--- config.mk ---
export PLATFORM = sky130hd
export DESIGN_NAME = sffp_out
export DESIGN_NICKNAME = d
export VERILOG_FILES = /design/src/sv/sffp_pkg.sv /design/src/sv/sffp_out.sv
export SDC_FILE = /design/constraint.sdc
export NUM_CORES = 2
export LEC_CHECK = 0
export BUFFER_PORTS_ARGS = -buffer_cell sky130_fd_sc_hd__buf_2
export CAP_MARGIN = 10
export CORE_MARGIN = 10
export CORE_UTILIZATION = 55
export CTS_CLUSTER_SIZE = 20
export DETAILED_ROUTE_END_ITERATION = 16
export GPL_TIMING_DRIVEN = 0
export PLACE_DENSITY_LB_ADDON = 0.2
export SYNTH_ARGS = -nofsm -noshare
export SYNTH_HDL_FRONTEND = slang
export SYNTH_SLANG_ARGS = --single-unit
--- constraint.sdc ---
create_clock -name clk -period 12.2 [get_ports clk]
set_input_delay 1.83 -clock clk [delete_from_list [all_inputs] [get_ports clk]]
set_output_delay 1.83 -clock clk [all_outputs]
set_load 0.005 [all_outputs]
--- src/sv/sffp_pkg.sv ---
// Shared types, constants and constant functions of the shear flow factor block.
// Holds the coefficient sets, the exponential table generator and the stage record.
// Depends on nothing; every other design and checker file refers to it by scoped names.
package sffp_pkg;

  localparam int FRAC_BITS_DEF   = 12;
  localparam int EXP_DEPTH_DEF   = 256;
  localparam int INT_FRAC        = 24;
  localparam int ACC_W           = 41;
  localparam int IN_W            = 16;
  localparam int OUT_W           = 21;
  localparam int FAC_W           = 21;
  localparam int LATENCY         = 9;
  localparam logic [IN_W-1:0] CFG_RESET = 16'd4096;
  localparam longint SAT_LIM     = (64'sd1 <<< 40) - 64'sd1;
  localparam longint EXP_M1_Q30  = 64'sd395007542;

  // Coefficients scaled by 1e9: [set][power of g][power of h]
  localparam longint RAW [2][6][6] = '{
    '{
      '{64'sd1036000000, 64'sd378100000, -64'sd129800000, -64'sd14770000, 64'sd7365000,
        -64'sd566800},
      '{-64'sd4050000000, 64'sd681700000, 64'sd3060000, -64'sd12890000, 64'sd511600, 64'sd0},
      '{64'sd9711000000, -64'sd1204000000, 64'sd90080000, 64'sd3367000, 64'sd0, 64'sd0},
      '{-64'sd13490000000, 64'sd663200000, -64'sd46410000, 64'sd0, 64'sd0, 64'sd0},
      '{64'sd10210000000, -64'sd109800000, 64'sd0, 64'sd0, 64'sd0, 64'sd0},
      '{-64'sd3194000000, 64'sd0, 64'sd0, 64'sd0, 64'sd0, 64'sd0}
    },
    '{
      '{64'sd140300000, 64'sd744800000, -64'sd274400000, 64'sd31410000, -64'sd593200,
        -64'sd70390},
      '{64'sd109800000, -64'sd203000000, 64'sd59160000, -64'sd4833000, 64'sd100600, 64'sd0},
      '{-64'sd104200000, 64'sd26890000, -64'sd5968000, 64'sd265600, 64'sd0, 64'sd0},
      '{64'sd28280000, -64'sd1413000, 64'sd191600, 64'sd0, 64'sd0, 64'sd0},
      '{-64'sd3105000, 64'sd21830, 64'sd0, 64'sd0, 64'sd0, 64'sd0},
      '{64'sd120300, 64'sd0, 64'sd0, 64'sd0, 64'sd0, 64'sd0}
    }
  };

  // One record per Horner stage: lane accumulators and the running total
  typedef struct packed {
    logic                   vld;
    logic                   set;
    logic [IN_W-1:0]        g;
    logic [5:0][ACC_W-1:0]  acc;
    logic [ACC_W-1:0]       tot;
  } sffp_hst_t;

  // Round a scaled coefficient onto the internal grid, half away from zero
  function automatic logic [ACC_W-1:0] coef(input int s, input int j, input int i);
    longint n;
    longint q;
    n = RAW[s][j][i];
    if (n < 0) begin
      q = -(((-n) * (64'sd1 <<< INT_FRAC) + 64'sd500000000) / 64'sd1000000000);
    end else begin
      q = (n * (64'sd1 <<< INT_FRAC) + 64'sd500000000) / 64'sd1000000000;
    end
    return q[ACC_W-1:0];
  endfunction

  // exp(-x) in Q30 for x given in Q30 (Taylor series on the fraction, exp(-1) per unit)
  function automatic logic [30:0] exp_entry(input logic [63:0] xq);
    logic [63:0] f;
    logic [63:0] t;
    longint      sum;
    int          n;
    f   = xq & ((64'd1 << 30) - 64'd1);
    t   = 64'd1 << 30;
    sum = 64'sd1 <<< 30;
    n   = int'(xq >> 30);
    for (int m = 1; m <= 20; m++) begin
      t = ((t * f) >> 30) / 64'(m);
      if ((m & 1) != 0) sum = sum - longint'(t);
      else              sum = sum + longint'(t);
    end
    if (sum < 0) sum = 0;
    for (int k = 0; k < n; k++) begin
      sum = longint'((64'(sum) * 64'(EXP_M1_Q30) + (64'd1 << 29)) >> 30);
    end
    return sum[30:0];
  endfunction

endpackage

--- src/sv/sffp_out.sv ---
// Output stages: apply the decay beyond five, limit to thickness, round and
// saturate to Q8.12. Uses sffp_pkg widths.
module sffp_out #(
  parameter int FRAC_BITS = sffp_pkg::FRAC_BITS_DEF
) (
  input  logic                              clk,
  input  logic                              rst_n,
  input  logic                              vld_i,
  input  logic [sffp_pkg::ACC_W-1:0]        tot_i,
  input  logic [sffp_pkg::FAC_W-1:0]        fac_i,
  input  logic                              above_i,
  input  logic [sffp_pkg::IN_W-1:0]         h_i,
  output logic                              out_valid,
  output logic signed [sffp_pkg::OUT_W-1:0] out_shear_factor
);

  localparam int AW = sffp_pkg::ACC_W;
  localparam int MW = AW + sffp_pkg::FAC_W;
  localparam int SH = sffp_pkg::INT_FRAC - FRAC_BITS;
  localparam int OW = sffp_pkg::OUT_W;

  logic [AW-1:0]        mag1;
  logic [MW-1:0]        prod;
  logic [AW-1:0]        sc;
  logic [AW-1:0]        v_nxt;
  logic                 vld1_r;
  logic [AW-1:0]        v1_r;
  logic [sffp_pkg::IN_W-1:0] h1_r;
  logic [AW-1:0]        hint;
  logic [AW-1:0]        vc;
  logic [AW-1:0]        mag2;
  logic [AW-1:0]        rnd;
  logic [OW-1:0]        res_nxt;
  logic                 vld2_r;
  logic [OW-1:0]        res_r;

  // Scale the value at five by the decay factor
  always_comb begin
    mag1  = tot_i[AW-1] ? AW'(-tot_i) : tot_i;
    prod  = MW'(mag1) * MW'(fac_i) + (MW'(1) << 19);
    sc    = AW'(prod >> 20);
    if (above_i) v_nxt = tot_i[AW-1] ? AW'(-sc) : sc;
    else         v_nxt = tot_i;
  end

  always_ff @(posedge clk) begin
    v1_r <= v_nxt;
    h1_r <= h_i;
    if (!rst_n) vld1_r <= 1'b0;
    else        vld1_r <= vld_i;
  end

  // Limit to thickness, round half away from zero, saturate
  always_comb begin
    hint = AW'(h1_r) << SH;
    vc   = ($signed(v1_r) > $signed(hint)) ? hint : v1_r;
    mag2 = vc[AW-1] ? AW'(-vc) : vc;
    rnd  = (mag2 + (AW'(1) << (SH - 1))) >> SH;
    if (!vc[AW-1]) begin
      res_nxt = (rnd > AW'((1 << (OW - 1)) - 1)) ? {1'b0, {(OW-1){1'b1}}} : OW'(rnd);
    end else begin
      res_nxt = (rnd > AW'(1 << (OW - 1))) ? {1'b1, {(OW-1){1'b0}}} : OW'(-rnd);
    end
  end

  always_ff @(posedge clk) begin
    res_r <= res_nxt;
    if (!rst_n) vld2_r <= 1'b0;
    else        vld2_r <= vld1_r;
  end

  assign out_valid        = vld2_r;
  assign out_shear_factor = $signed(res_r);

endmodule

==> impl_results.md <==
- Seq. cell area: 1600 um2
- I/O pin count: 104
- Outcome: finished with violations
- Yosys warning count: 0
- Clock latency on the worst-skew pair: 0.35 ns
- Via density: 5.73
- FFs w/ async S/R, synth: 0
- GRT overflow: 0
- Worst Skew: 0.0127 ns
- Slew HR: 0.183
- Fin util: 0.634
- Via count: 29.8k
- H-tree depth: 3
- Ys flop type: dfxtp_1
- Grt met2 use: 0.499
- Initial antenna violation count: 10
- Max-cap viol count: 0
- Cts bufs inserted: 9
- Busiest grt layer: met2
- Sequential area share after synthesis: 0.0463
- Top cell by count, worst path: fa_1
- DP Worst Slack: -2.63 ns
- Chip width: 271 um
- Share of cells above drive strength 1: 0.132
- Largest net degree at the start of global routing: 16
- Worst r2r src: h1_r[14]
- CP arrival: 12.88 ns
- Post-layout min period: 12.64 ns
- R2R Setup Slk: 5.87 ns
- Final WS setup: -0.442 ns
- Post-DRT Antenna Nets: 0
- Vias in the first global route: 30.7k
- Initial Utilization: 0.558
- Slew @ Worst Pin: 1.21 ns
- Post-Syn Nets: 5173
- RSZ-0062 raised after global routing: true
- Tcrit/Tclk final: 1.04
- Global placement routability congestion: 1.02
- Placeable Area: 62100 um2
- Failing checks: setup timing
- Hold EP: out_valid
- Syn-to-layout area delta: 13.6%
- Distinct cells, synth: 99
- Reg2reg end: out_shear_factor[10]
- Die height: 271 um
- M1 GR Usage: 0.406
- CP Buf/Inv Count: 8
- Placed cells: 5070
- Max-slew violations: 0
- Layout Cells excl Fill: 5195
- DR iter-0 viols: 2963
- Number of synthesized flops with an enable pin: 0
- Final hold violations: 0
- Site Rows: 91
- Slowest CP cell: or4_4
- First-pass iteration count of the detailed router: 6
- DP HPWL: 96.9 mm
- Root Driver: clkbuf_16
- Grt met3 use: 0.0626
- Crit path largest cell delay: 0.57 ns
- Clk sinks: 80
- Post-synthesis register bit count: 80
- FMAX: 79.1 MHz
- DRC: 0
- Cell family with most CP delay: simple AND/OR/NAND/NOR gates
- Wire per inst: 22.5 um
- Footprint of the multi-input gates: 30100 um2
- Worst-path clk slew: 0.07 ns
- All-Layer GR Usage: 0.317
- TritonCTS clock tree: done
- Mapped Cells: 4133
- Routed WL: 117 mm
- Worst Setup SP: tot_i[2]
- Setup TNS: -2.63 ns
- Post-Syn Area: 34600 um2
- Nature of the critical path endpoint: flop
- CP required: 12.44 ns
- Final #Nets: 5384
- Worst-path maximum fanout: 4
- Syn_area_per_cell: 8.38 um2
- Setup crit start kind: input pin
- Clk buf depth: 2
- Die area: 73400 um2
- Port bufs: 100
- First-pass GRT wire length: 179 mm
- Final-layout fill cell count: 5390
- WHS Path Cells: 1
- Final setup viols: 8
- CP Class: input pin to flop
- Worst reg2reg path depth: 21
- Hold_sp: vld1_r
- Hold Path Class: flop to flop
-- layer usage --
| metal | share of wire | up-vias |
|---|---|---|
| met5 | 0.00013 | - |
| met4 | 0.064 | 2 |
| met3 | 0.10 | 313 |
| met2 | 0.46 | 1658 |
| met1 | 0.38 | 14900 |
| li1 | - | 12900 |
-- through the flow --
stage               area (um2)  hold slack [ns]
floorplan                34800            0.412
global placement         36300            0.433
detailed placement       36300            0.447
CTS                      38200            0.463
global route             39300            0.480
finish                   39300            0.461
-- layout make-up --
type	count	share of cell area
Clock inverter	7	0.00197
Tap cell	837	0.0266
Sequential cell	80	0.0407
Multi-Input combinational cell	2890	0.765
Inverter	938	0.0895
Buffer	211	0.0311
Timing Repair Buffer	214	0.0387
Clock buffer	9	0.00573
Antenna cell	9	0.000573
-- state kept, by name, indices dropped and copies added, names as in the netlist --
register,count
vld1_r,1
h1_r,16
out_valid,1
out_shear_factor,21
v1_r,41
-- worst register-to-register path, stage by stage (launching register included) --
cell and delay, ns:
dfxtp_1 0.39, inv_1 0.06, ha_1 0.29, and4b_1 0.26, and2_1 0.22, a2111o_1 0.50, or3_1 0.38, buf_4 0.19
mux2i_1 0.16, nand2_1 0.08, ha_1 0.22, inv_1 0.11, maj3_1 0.35, o21ai_0 0.19, o211ai_1 0.15, xor2_1 0.42
o2111ai_1 0.21, nor3_1 0.40, nand4_1 0.41, o41ai_4 0.80, nand3_4 0.23, o22ai_1 0.24
-- timing repair --
item,CTS,global route
gates cloned,0,1
pin swaps,65,143
endpoints found under the setup margin,38,23
setup buffers,61,52
resized for setup,249,190
hold buffers,0,0
-- Yosys cell counts (all sizes together) (24+ instances only) --
master,number,area [um2]
dfxtp,80,1600
or3,25,156
ha,220,2750
clkbuf,211,792
o21ai,69,349
a21o,32,240
a31oi,26,169
fa,738,14800
o31ai,30,230
and2,321,2010
a21oi,103,515
xnor2,103,902
nor4,24,178
nor3,36,185
inv,937,3520
nand2,642,2430
nor2,115,437
o211ai,26,200
nand3,29,158
xor2,48,420
-- worst max path at each step --
stage	end	slack [ns]	cells after the start
after floorplan	v1_r[40]	-0.08	37
after global placement	v1_r[40]	-2.74	38
after detailed placement	v1_r[40]	-2.63	39
after CTS	v1_r[40]	-0.32	38
after global routing	v1_r[40]	-0.61	41
final	v1_r[38]	-0.44	39
-- kinds of logic (layout without fill, tap and decap cells) --
group	Yosys count	after routing	synth area share
other	0	9	0
muxes	35	35	0.0109
buffers and inverters	1163	1379	0.127
and+or+nand+nor	1339	1339	0.190
AOI/OAI and AO/OA	406	406	0.0808
DFF	80	80	0.0463
adders and majority gates	959	959	0.506
xor gates and xnor gates	151	151	0.0382
-- cells in the final DEF (no fill, tap or decap), types with 13 or more instances in the layout --
cell	synthesis	final
o21ai_1	7	13
or3_1	25	19
and2_1	321	314
a21oi_1	103	88
o211ai_1	25	25
xnor2_1	103	76
nor2b_1	17	17
dfxtp_1	80	80
o21ai_0	61	44
ha_1	220	196
clkbuf_2	0	22
nand4_1	23	23
nor2_1	113	109
ha_4	0	19
fa_1	738	731
inv_2	0	15
buf_2	4	103
nand3_1	28	27
mux2_2	21	19
nand2_1	640	627
buf_8	0	15
nand2b_1	21	19
inv_1	937	922
xnor2_2	0	19
o31ai_1	29	15
clkbuf_8	0	17
xor2_1	48	42
nor4_1	21	19
buf_4	3	107
clkbuf_1	211	131
a31oi_1	25	25
nor3_1	35	32
a21o_1	32	31
Power is left out: the tool's default activity adds up to more than one toggle a clock period on the data nets, which glitch-free logic cannot reach.
