$ cat config.mk
export PLATFORM = sky130hd
export DESIGN_NAME = sffp_horner
export DESIGN_NICKNAME = d
export VERILOG_FILES = /design/src/sv/sffp_pkg.sv /design/src/sv/sffp_horner.sv
export SDC_FILE = /design/constraint.sdc
export NUM_CORES = 2
export LEC_CHECK = 0
export CELL_PAD_IN_SITES_DETAIL_PLACEMENT = 0
export CELL_PAD_IN_SITES_GLOBAL_PLACEMENT = 1
export CORE_UTILIZATION = 50
export CTS_BUF_LIST = sky130_fd_sc_hd__clkbuf_8
export CTS_CLUSTER_SIZE = 12
export DETAILED_ROUTE_END_ITERATION = 10
export DONT_BUFFER_PORTS = 1
export GPL_TIMING_DRIVEN = 0
export HOLD_SLACK_MARGIN = 0.15
export PLACE_DENSITY_LB_ADDON = 0.1
export SYNTH_ARGS = -nofsm -noshare
export SYNTH_HDL_FRONTEND = slang
export SYNTH_SLANG_ARGS = --single-unit
$ cat constraint.sdc
create_clock -name clk -period 20.3 [get_ports clk]
set_input_delay 4.06 -clock clk [delete_from_list [all_inputs] [get_ports clk]]
set_output_delay 4.06 -clock clk [all_outputs]
set_load 0.03 [all_outputs]
$ cat src/sv/sffp_pkg.sv
// Shared types, constants and constant functions of the shear flow factor block.
// Holds the coefficient sets, the exponential table generator and the stage record.
// Depends on nothing; every other design and checker file refers to it by scoped names.
package sffp_pkg;

  localparam int FRAC_BITS_DEF   = 12;
  localparam int EXP_DEPTH_DEF   = 256;
  localparam int INT_FRAC        = 24;
  localparam int ACC_W           = 41;
  localparam int IN_W            = 16;
  localparam int OUT_W           = 21;
  localparam int FAC_W           = 21;
  localparam int LATENCY         = 9;
  localparam logic [IN_W-1:0] CFG_RESET = 16'd4096;
  localparam longint SAT_LIM     = (64'sd1 <<< 40) - 64'sd1;
  localparam longint EXP_M1_Q30  = 64'sd395007542;

  // Coefficients scaled by 1e9: [set][power of g][power of h]
  localparam longint RAW [2][6][6] = '{
    '{
      '{64'sd1036000000, 64'sd378100000, -64'sd129800000, -64'sd14770000, 64'sd7365000,
        -64'sd566800},
      '{-64'sd4050000000, 64'sd681700000, 64'sd3060000, -64'sd12890000, 64'sd511600, 64'sd0},
      '{64'sd9711000000, -64'sd1204000000, 64'sd90080000, 64'sd3367000, 64'sd0, 64'sd0},
      '{-64'sd13490000000, 64'sd663200000, -64'sd46410000, 64'sd0, 64'sd0, 64'sd0},
      '{64'sd10210000000, -64'sd109800000, 64'sd0, 64'sd0, 64'sd0, 64'sd0},
      '{-64'sd3194000000, 64'sd0, 64'sd0, 64'sd0, 64'sd0, 64'sd0}
    },
    '{
      '{64'sd140300000, 64'sd744800000, -64'sd274400000, 64'sd31410000, -64'sd593200,
        -64'sd70390},
      '{64'sd109800000, -64'sd203000000, 64'sd59160000, -64'sd4833000, 64'sd100600, 64'sd0},
      '{-64'sd104200000, 64'sd26890000, -64'sd5968000, 64'sd265600, 64'sd0, 64'sd0},
      '{64'sd28280000, -64'sd1413000, 64'sd191600, 64'sd0, 64'sd0, 64'sd0},
      '{-64'sd3105000, 64'sd21830, 64'sd0, 64'sd0, 64'sd0, 64'sd0},
      '{64'sd120300, 64'sd0, 64'sd0, 64'sd0, 64'sd0, 64'sd0}
    }
  };

  // One record per Horner stage: lane accumulators and the running total
  typedef struct packed {
    logic                   vld;
    logic                   set;
    logic [IN_W-1:0]        g;
    logic [5:0][ACC_W-1:0]  acc;
    logic [ACC_W-1:0]       tot;
  } sffp_hst_t;

  // Round a scaled coefficient onto the internal grid, half away from zero
  function automatic logic [ACC_W-1:0] coef(input int s, input int j, input int i);
    longint n;
    longint q;
    n = RAW[s][j][i];
    if (n < 0) begin
      q = -(((-n) * (64'sd1 <<< INT_FRAC) + 64'sd500000000) / 64'sd1000000000);
    end else begin
      q = (n * (64'sd1 <<< INT_FRAC) + 64'sd500000000) / 64'sd1000000000;
    end
    return q[ACC_W-1:0];
  endfunction

  // exp(-x) in Q30 for x given in Q30 (Taylor series on the fraction, exp(-1) per unit)
  function automatic logic [30:0] exp_entry(input logic [63:0] xq);
    logic [63:0] f;
    logic [63:0] t;
    longint      sum;
    int          n;
    f   = xq & ((64'd1 << 30) - 64'd1);
    t   = 64'd1 << 30;
    sum = 64'sd1 <<< 30;
    n   = int'(xq >> 30);
    for (int m = 1; m <= 20; m++) begin
      t = ((t * f) >> 30) / 64'(m);
      if ((m & 1) != 0) sum = sum - longint'(t);
      else              sum = sum + longint'(t);
    end
    if (sum < 0) sum = 0;
    for (int k = 0; k < n; k++) begin
      sum = longint'((64'(sum) * 64'(EXP_M1_Q30) + (64'd1 << 29)) >> 30);
    end
    return sum[30:0];
  endfunction

endpackage

$ cat src/sv/sffp_horner.sv
// One Horner stage of the shear flow factor polynomial: one step in h per lane
// not yet finished, and one step of the outer evaluation in g (the first stage
// loads its start value). Uses sffp_pkg coefficients and the stage record.
module sffp_horner #(
  parameter int FRAC_BITS = sffp_pkg::FRAC_BITS_DEF,
  parameter int XW        = sffp_pkg::FRAC_BITS_DEF + 3,
  parameter int MW        = 16,
  parameter int STEP      = 1
) (
  input  logic                  clk,
  input  logic                  rst_n,
  input  sffp_pkg::sffp_hst_t   st_i,
  input  logic [XW-1:0]         x_i,
  output sffp_pkg::sffp_hst_t   st_o,
  output logic [XW-1:0]         x_o
);

  localparam int AW = sffp_pkg::ACC_W;
  localparam int PW = AW + MW;
  localparam int SW = PW + 2;

  sffp_pkg::sffp_hst_t st_r;
  logic [XW-1:0]       x_r;
  logic [AW-1:0]       acc_nxt [6];
  logic [AW-1:0]       tot_nxt;

  // c + a*y, product rounded half away from zero, sum saturated
  function automatic logic [AW-1:0] step_fn(input logic [AW-1:0] c, input logic [AW-1:0] a,
                                            input logic [MW-1:0] y);
    logic [AW-1:0]        m;
    logic [PW-1:0]        p;
    logic signed [SW-1:0] s;
    logic signed [SW-1:0] lim;
    m   = a[AW-1] ? AW'(-a) : a;
    p   = (PW'(m) * PW'(y) + (PW'(1) << (FRAC_BITS - 1))) >> FRAC_BITS;
    s   = $signed({2'b00, p});
    if (a[AW-1]) s = -s;
    s   = s + SW'($signed(c));
    lim = SW'(sffp_pkg::SAT_LIM);
    if (s > lim)       return lim[AW-1:0];
    else if (s < -lim) return AW'(-lim);
    else               return s[AW-1:0];
  endfunction

  // Lane j evaluates the polynomial in h that multiplies g to the power j
  for (genvar j = 0; j < 6; j++) begin : g_lane
    localparam logic [AW-1:0] S0C = sffp_pkg::coef(0, j, 5 - j);
    localparam logic [AW-1:0] S1C = sffp_pkg::coef(1, j, 5 - j);
    logic [AW-1:0] a_in;
    if (STEP == 1) begin : g_first
      assign a_in = st_i.set ? S1C : S0C;
    end else begin : g_later
      assign a_in = st_i.acc[j];
    end
    if (j <= 5 - STEP) begin : g_step
      localparam logic [AW-1:0] K0 = sffp_pkg::coef(0, j, 5 - j - STEP);
      localparam logic [AW-1:0] K1 = sffp_pkg::coef(1, j, 5 - j - STEP);
      assign acc_nxt[j] = step_fn(st_i.set ? K1 : K0, a_in, MW'(x_i));
    end else begin : g_hold
      assign acc_nxt[j] = a_in;
    end
  end

  // Outer evaluation in g consumes the lane finished one stage earlier
  if (STEP == 1) begin : g_tot_init
    localparam logic [AW-1:0] T0 = sffp_pkg::coef(0, 5, 0);
    localparam logic [AW-1:0] T1 = sffp_pkg::coef(1, 5, 0);
    assign tot_nxt = st_i.set ? T1 : T0;
  end else begin : g_tot_step
    assign tot_nxt = step_fn(st_i.acc[6 - STEP], st_i.tot, MW'(st_i.g));
  end

  // Advance the stage
  always_ff @(posedge clk) begin
    st_r.set <= st_i.set;
    st_r.g   <= st_i.g;
    st_r.tot <= tot_nxt;
    for (int j = 0; j < 6; j++) begin
      st_r.acc[j] <= acc_nxt[j];
    end
    x_r <= x_i;
    if (!rst_n) st_r.vld <= 1'b0;
    else        st_r.vld <= st_i.vld;
  end

  assign st_o = st_r;
  assign x_o  = x_r;

endmodule

==> flow_summary.toml <==
[global_routing]
antenna_found_initial = 7
grt_start_max_net_pins = 47
grt_pass1_vias = 34100
grt_util_all_layers_pct = 30.8
global_route_wire_length_before_repair_mm = 202
grt_overflow_total = 0

[timing]
fmaxAchievable_ghz = 0.0512
worst_pin_slew_ns = 1.41
final-max-slew-violation-count = 0
setup_viol = 0
final-hold-violation-count = 0
slack_of_the_critical_path_ns = 0.759
post-route-min-period_ns = 19.54
fin_crit_sh_pct = 96.3
rsz0062_at_grt = "false"
max-slew-margin-rel_pct = 6.21

[cts]
cts_root_cell = "sky130_fd_sc_hd__clkbuf_8"
clkTransAtPathRegs_ns = 0.08
clock_tree.buffer_depth = 3
cts-buffers-inserted = 41
cts_tree = "done"
htree_levels = 2
cts_sinks = 233

[routing]
dr.pass1.iters = 5
antenna_violating_nets_post_route = 0
wl_per_cell_microns = 21.8
totalWireLength_mm = 131
drcViolationCount = 0
vias = 33900
vias_per_cell = 5.65
drt-initial-drc-count = 2189

[yosys]
ys_types = 118
synth.yosys.seq_area_share_pct = 10.9
synthArstFlopShare_pct = 0
synth_area_leaders = "sky130_fd_sc_hd__fa_1 (25%), sky130_fd_sc_hd__ha_1 (21%), sky130_fd_sc_hd__dfxtp_1 (11%)"
synth-warning-count = 0
synthesis.area_sq_mm = 0.0426
synth_area_leader_cell = "sky130_fd_sc_hd__fa_1"
post_synth_inst_count = 4731
synth_seq_cells = 233
mean_cell_area_of_the_mapped_netlist_sq_um = 9.01
synth_top_flop_cell = "sky130_fd_sc_hd__dfxtp_1"
synthDominantCellAreaShare_pct = 24.6
post_synth_edffs = 0

[critical_path]
end_kind = "flop"
cp-endpoint = "st_o[79]$_SDFF_PN1_"
crit_start = "st_i[303]"
crit_cells = 44
critPathKind = "primary input to flop"
critPathMaxStageDelay_ns = 1.10
cp.required_ns = 20.92
critical_path.top_delay_family = "buffers and inverters"
startpoint_type = "primary input"
critPathArrivalTime_ns = 20.16
worstPathMaxFanout = 40
slowest_stage = "sky130_fd_sc_hd__clkbuf_1"
critPathBufInv = 15

[finish]
final_core_utilization_pct = 53.8
areaGrowthSynthToFinish_pct = 6.03
final_layout_size_suffix_gt1_share_pct = 6.37
nNetsFinal = 6406
fin_area_sq_mm = 0.0452

[floorplan]
ioPinCount = 642
die_area_sq_mm = 0.0864
core-area_sq_mm = 0.0840
die_width_microns = 294
placementRows = 106
floorplan.initialDensity_pct = 50.7
die_h_microns = 294

[outcome]
outcome = "completed"

[placed_design]
hpwl_mm = 110
finalWeightedCongestion = 0.994
placement.setup.worst_slack_ns = -2.10
placedInstanceArea_sq_mm = 0.0443
number_of_buffers_added_on_ports = 0

[run]
drv.max_cap_violation_count = 0

[worst_hold_path]
hold_class = "primary input to flop"
metal layers:
layer  vias up  routed length, microns  global-route usage (%)
met5         -                      46                       0
met4         8                    5200                    11.1
met3       260                   10800                    7.05
met2      1234                   57700                    48.5
met1     16300                   57300                    41.2
li1      16100                       -                       -
cells in the mapped netlist, drive strengths merged, types with 14 or more instances:
| cell | instances |
|---|---|
| o21a | 37 |
| and2 | 37 |
| xnor2 | 142 |
| o31ai | 51 |
| a21boi | 14 |
| o211ai | 26 |
| nor2b | 26 |
| ha | 721 |
| and3 | 36 |
| nor3 | 85 |
| xor2 | 93 |
| a21oi | 170 |
| or2 | 24 |
| nand3 | 89 |
| a31o | 21 |
| nand4 | 53 |
| mux2i | 17 |
| clkbuf | 109 |
| fa | 524 |
| o21bai | 23 |
| a21o | 98 |
| nand2b | 37 |
| a211oi | 39 |
| dfxtp | 233 |
| a211o | 14 |
| o21ai | 269 |
| or3 | 28 |
| nand2 | 230 |
| a22o | 17 |
| nor4 | 26 |
| a31oi | 42 |
| buf | 124 |
| inv | 827 |
| nor2 | 211 |
registers in the layout (all words and copies together), names as in the netlist:
name,flops
x_o,15
st_o,218
layout by cell type (no fill, tap or decap), types with 17 or more instances in the layout:
cell type / synthesis / layout
sky130_fd_sc_hd__o21ai_0: 206 / 206
sky130_fd_sc_hd__and3_1: 36 / 36
sky130_fd_sc_hd__o211ai_1: 23 / 23
sky130_fd_sc_hd__clkbuf_8: 0 / 48
sky130_fd_sc_hd__nor4_1: 21 / 21
sky130_fd_sc_hd__nor2_1: 210 / 208
sky130_fd_sc_hd__a21o_1: 98 / 98
sky130_fd_sc_hd__inv_1: 827 / 841
sky130_fd_sc_hd__nor3_1: 79 / 79
sky130_fd_sc_hd__a21oi_1: 168 / 168
sky130_fd_sc_hd__xor2_1: 92 / 92
sky130_fd_sc_hd__dfxtp_1: 233 / 232
sky130_fd_sc_hd__xnor2_1: 142 / 142
sky130_fd_sc_hd__buf_2: 18 / 19
sky130_fd_sc_hd__nand3_1: 87 / 87
sky130_fd_sc_hd__ha_1: 721 / 721
sky130_fd_sc_hd__nand2_1: 230 / 230
sky130_fd_sc_hd__a22o_1: 17 / 17
sky130_fd_sc_hd__or3_1: 27 / 27
sky130_fd_sc_hd__a211oi_1: 34 / 34
sky130_fd_sc_hd__nand4_1: 53 / 53
sky130_fd_sc_hd__and2_1: 35 / 35
sky130_fd_sc_hd__clkbuf_1: 109 / 103
sky130_fd_sc_hd__o21ai_1: 57 / 57
sky130_fd_sc_hd__a31oi_1: 40 / 40
sky130_fd_sc_hd__fa_1: 524 / 524
sky130_fd_sc_hd__or2_2: 21 / 21
sky130_fd_sc_hd__a31o_2: 19 / 19
sky130_fd_sc_hd__o21bai_1: 23 / 23
sky130_fd_sc_hd__o31ai_1: 40 / 40
sky130_fd_sc_hd__buf_4: 92 / 92
sky130_fd_sc_hd__o21a_1: 37 / 37
sky130_fd_sc_hd__nor2b_1: 26 / 26
sky130_fd_sc_hd__nand2b_1: 37 / 37
sky130_fd_sc_hd__conb_1: 2 / 66
metrics by stage:
stage | hold WS (ns) | cells | TNS, ns
final | 3.38 | 6007 | 0
after global routing | 3.34 | 6005 | 0
after CTS | 3.32 | 6005 | 0
after detailed placement | 4.09 | 5932 | -152.29
after global placement | 4.09 | 5929 | -373.14
after floorplan | 4.09 | 4795 | 0
logic make-up (layout without fill, tap and decap cells):
family | Yosys count | in the layout | synth area share (%)
DFF | 233 | 233 | 10.9
adders and majority gates | 1245 | 1245 | 45.8
AOI/OAI and AO/OA | 986 | 986 | 16.1
other | 2 | 69 | 0.0176
and+or+nand+nor | 943 | 943 | 11.3
xor gates and xnor gates | 235 | 235 | 4.85
buffers and inverters | 1061 | 1136 | 10.3
muxes | 26 | 26 | 0.675
timing repair:
action | 4_1_cts | 5_1_grt
setup endpoints to repair | 72 | 40
gates resized for setup | 9 | 5
hold buffers | 0 | 0
setup buffers | 0 | 0
worst min path at each step:
stage          startpoint                 to  slack, ns  cells after the start
6_report        st_i[294]  st_o[294]$_DFF_P_       3.38                      0
5_1_grt         st_i[294]  st_o[294]$_DFF_P_       3.34                      0
4_1_cts         st_i[294]  st_o[294]$_DFF_P_       3.32                      0
3_5_place_dp    st_i[288]  st_o[288]$_DFF_P_       4.09                      0
3_3_place_gp    st_i[288]  st_o[288]$_DFF_P_       4.09                      0
2_1_floorplan   st_i[287]  st_o[287]$_DFF_P_       4.09                      0
area by class of cell:
cell class              count  area (sq um)
fillers                  8067         38800
multi-input cells        3501         33800
flip-flops and latches    233          4670
inverters                 828          3110
well taps                1134          1420
plain buffers             231          1290
clock buffers              48           661
clock inverters            26           131
repair buffers              3          62.6
diodes                      3          7.51
Power is left out: the tool's default activity adds up to more than one toggle a clock period on the data nets, which glitch-free logic cannot reach.
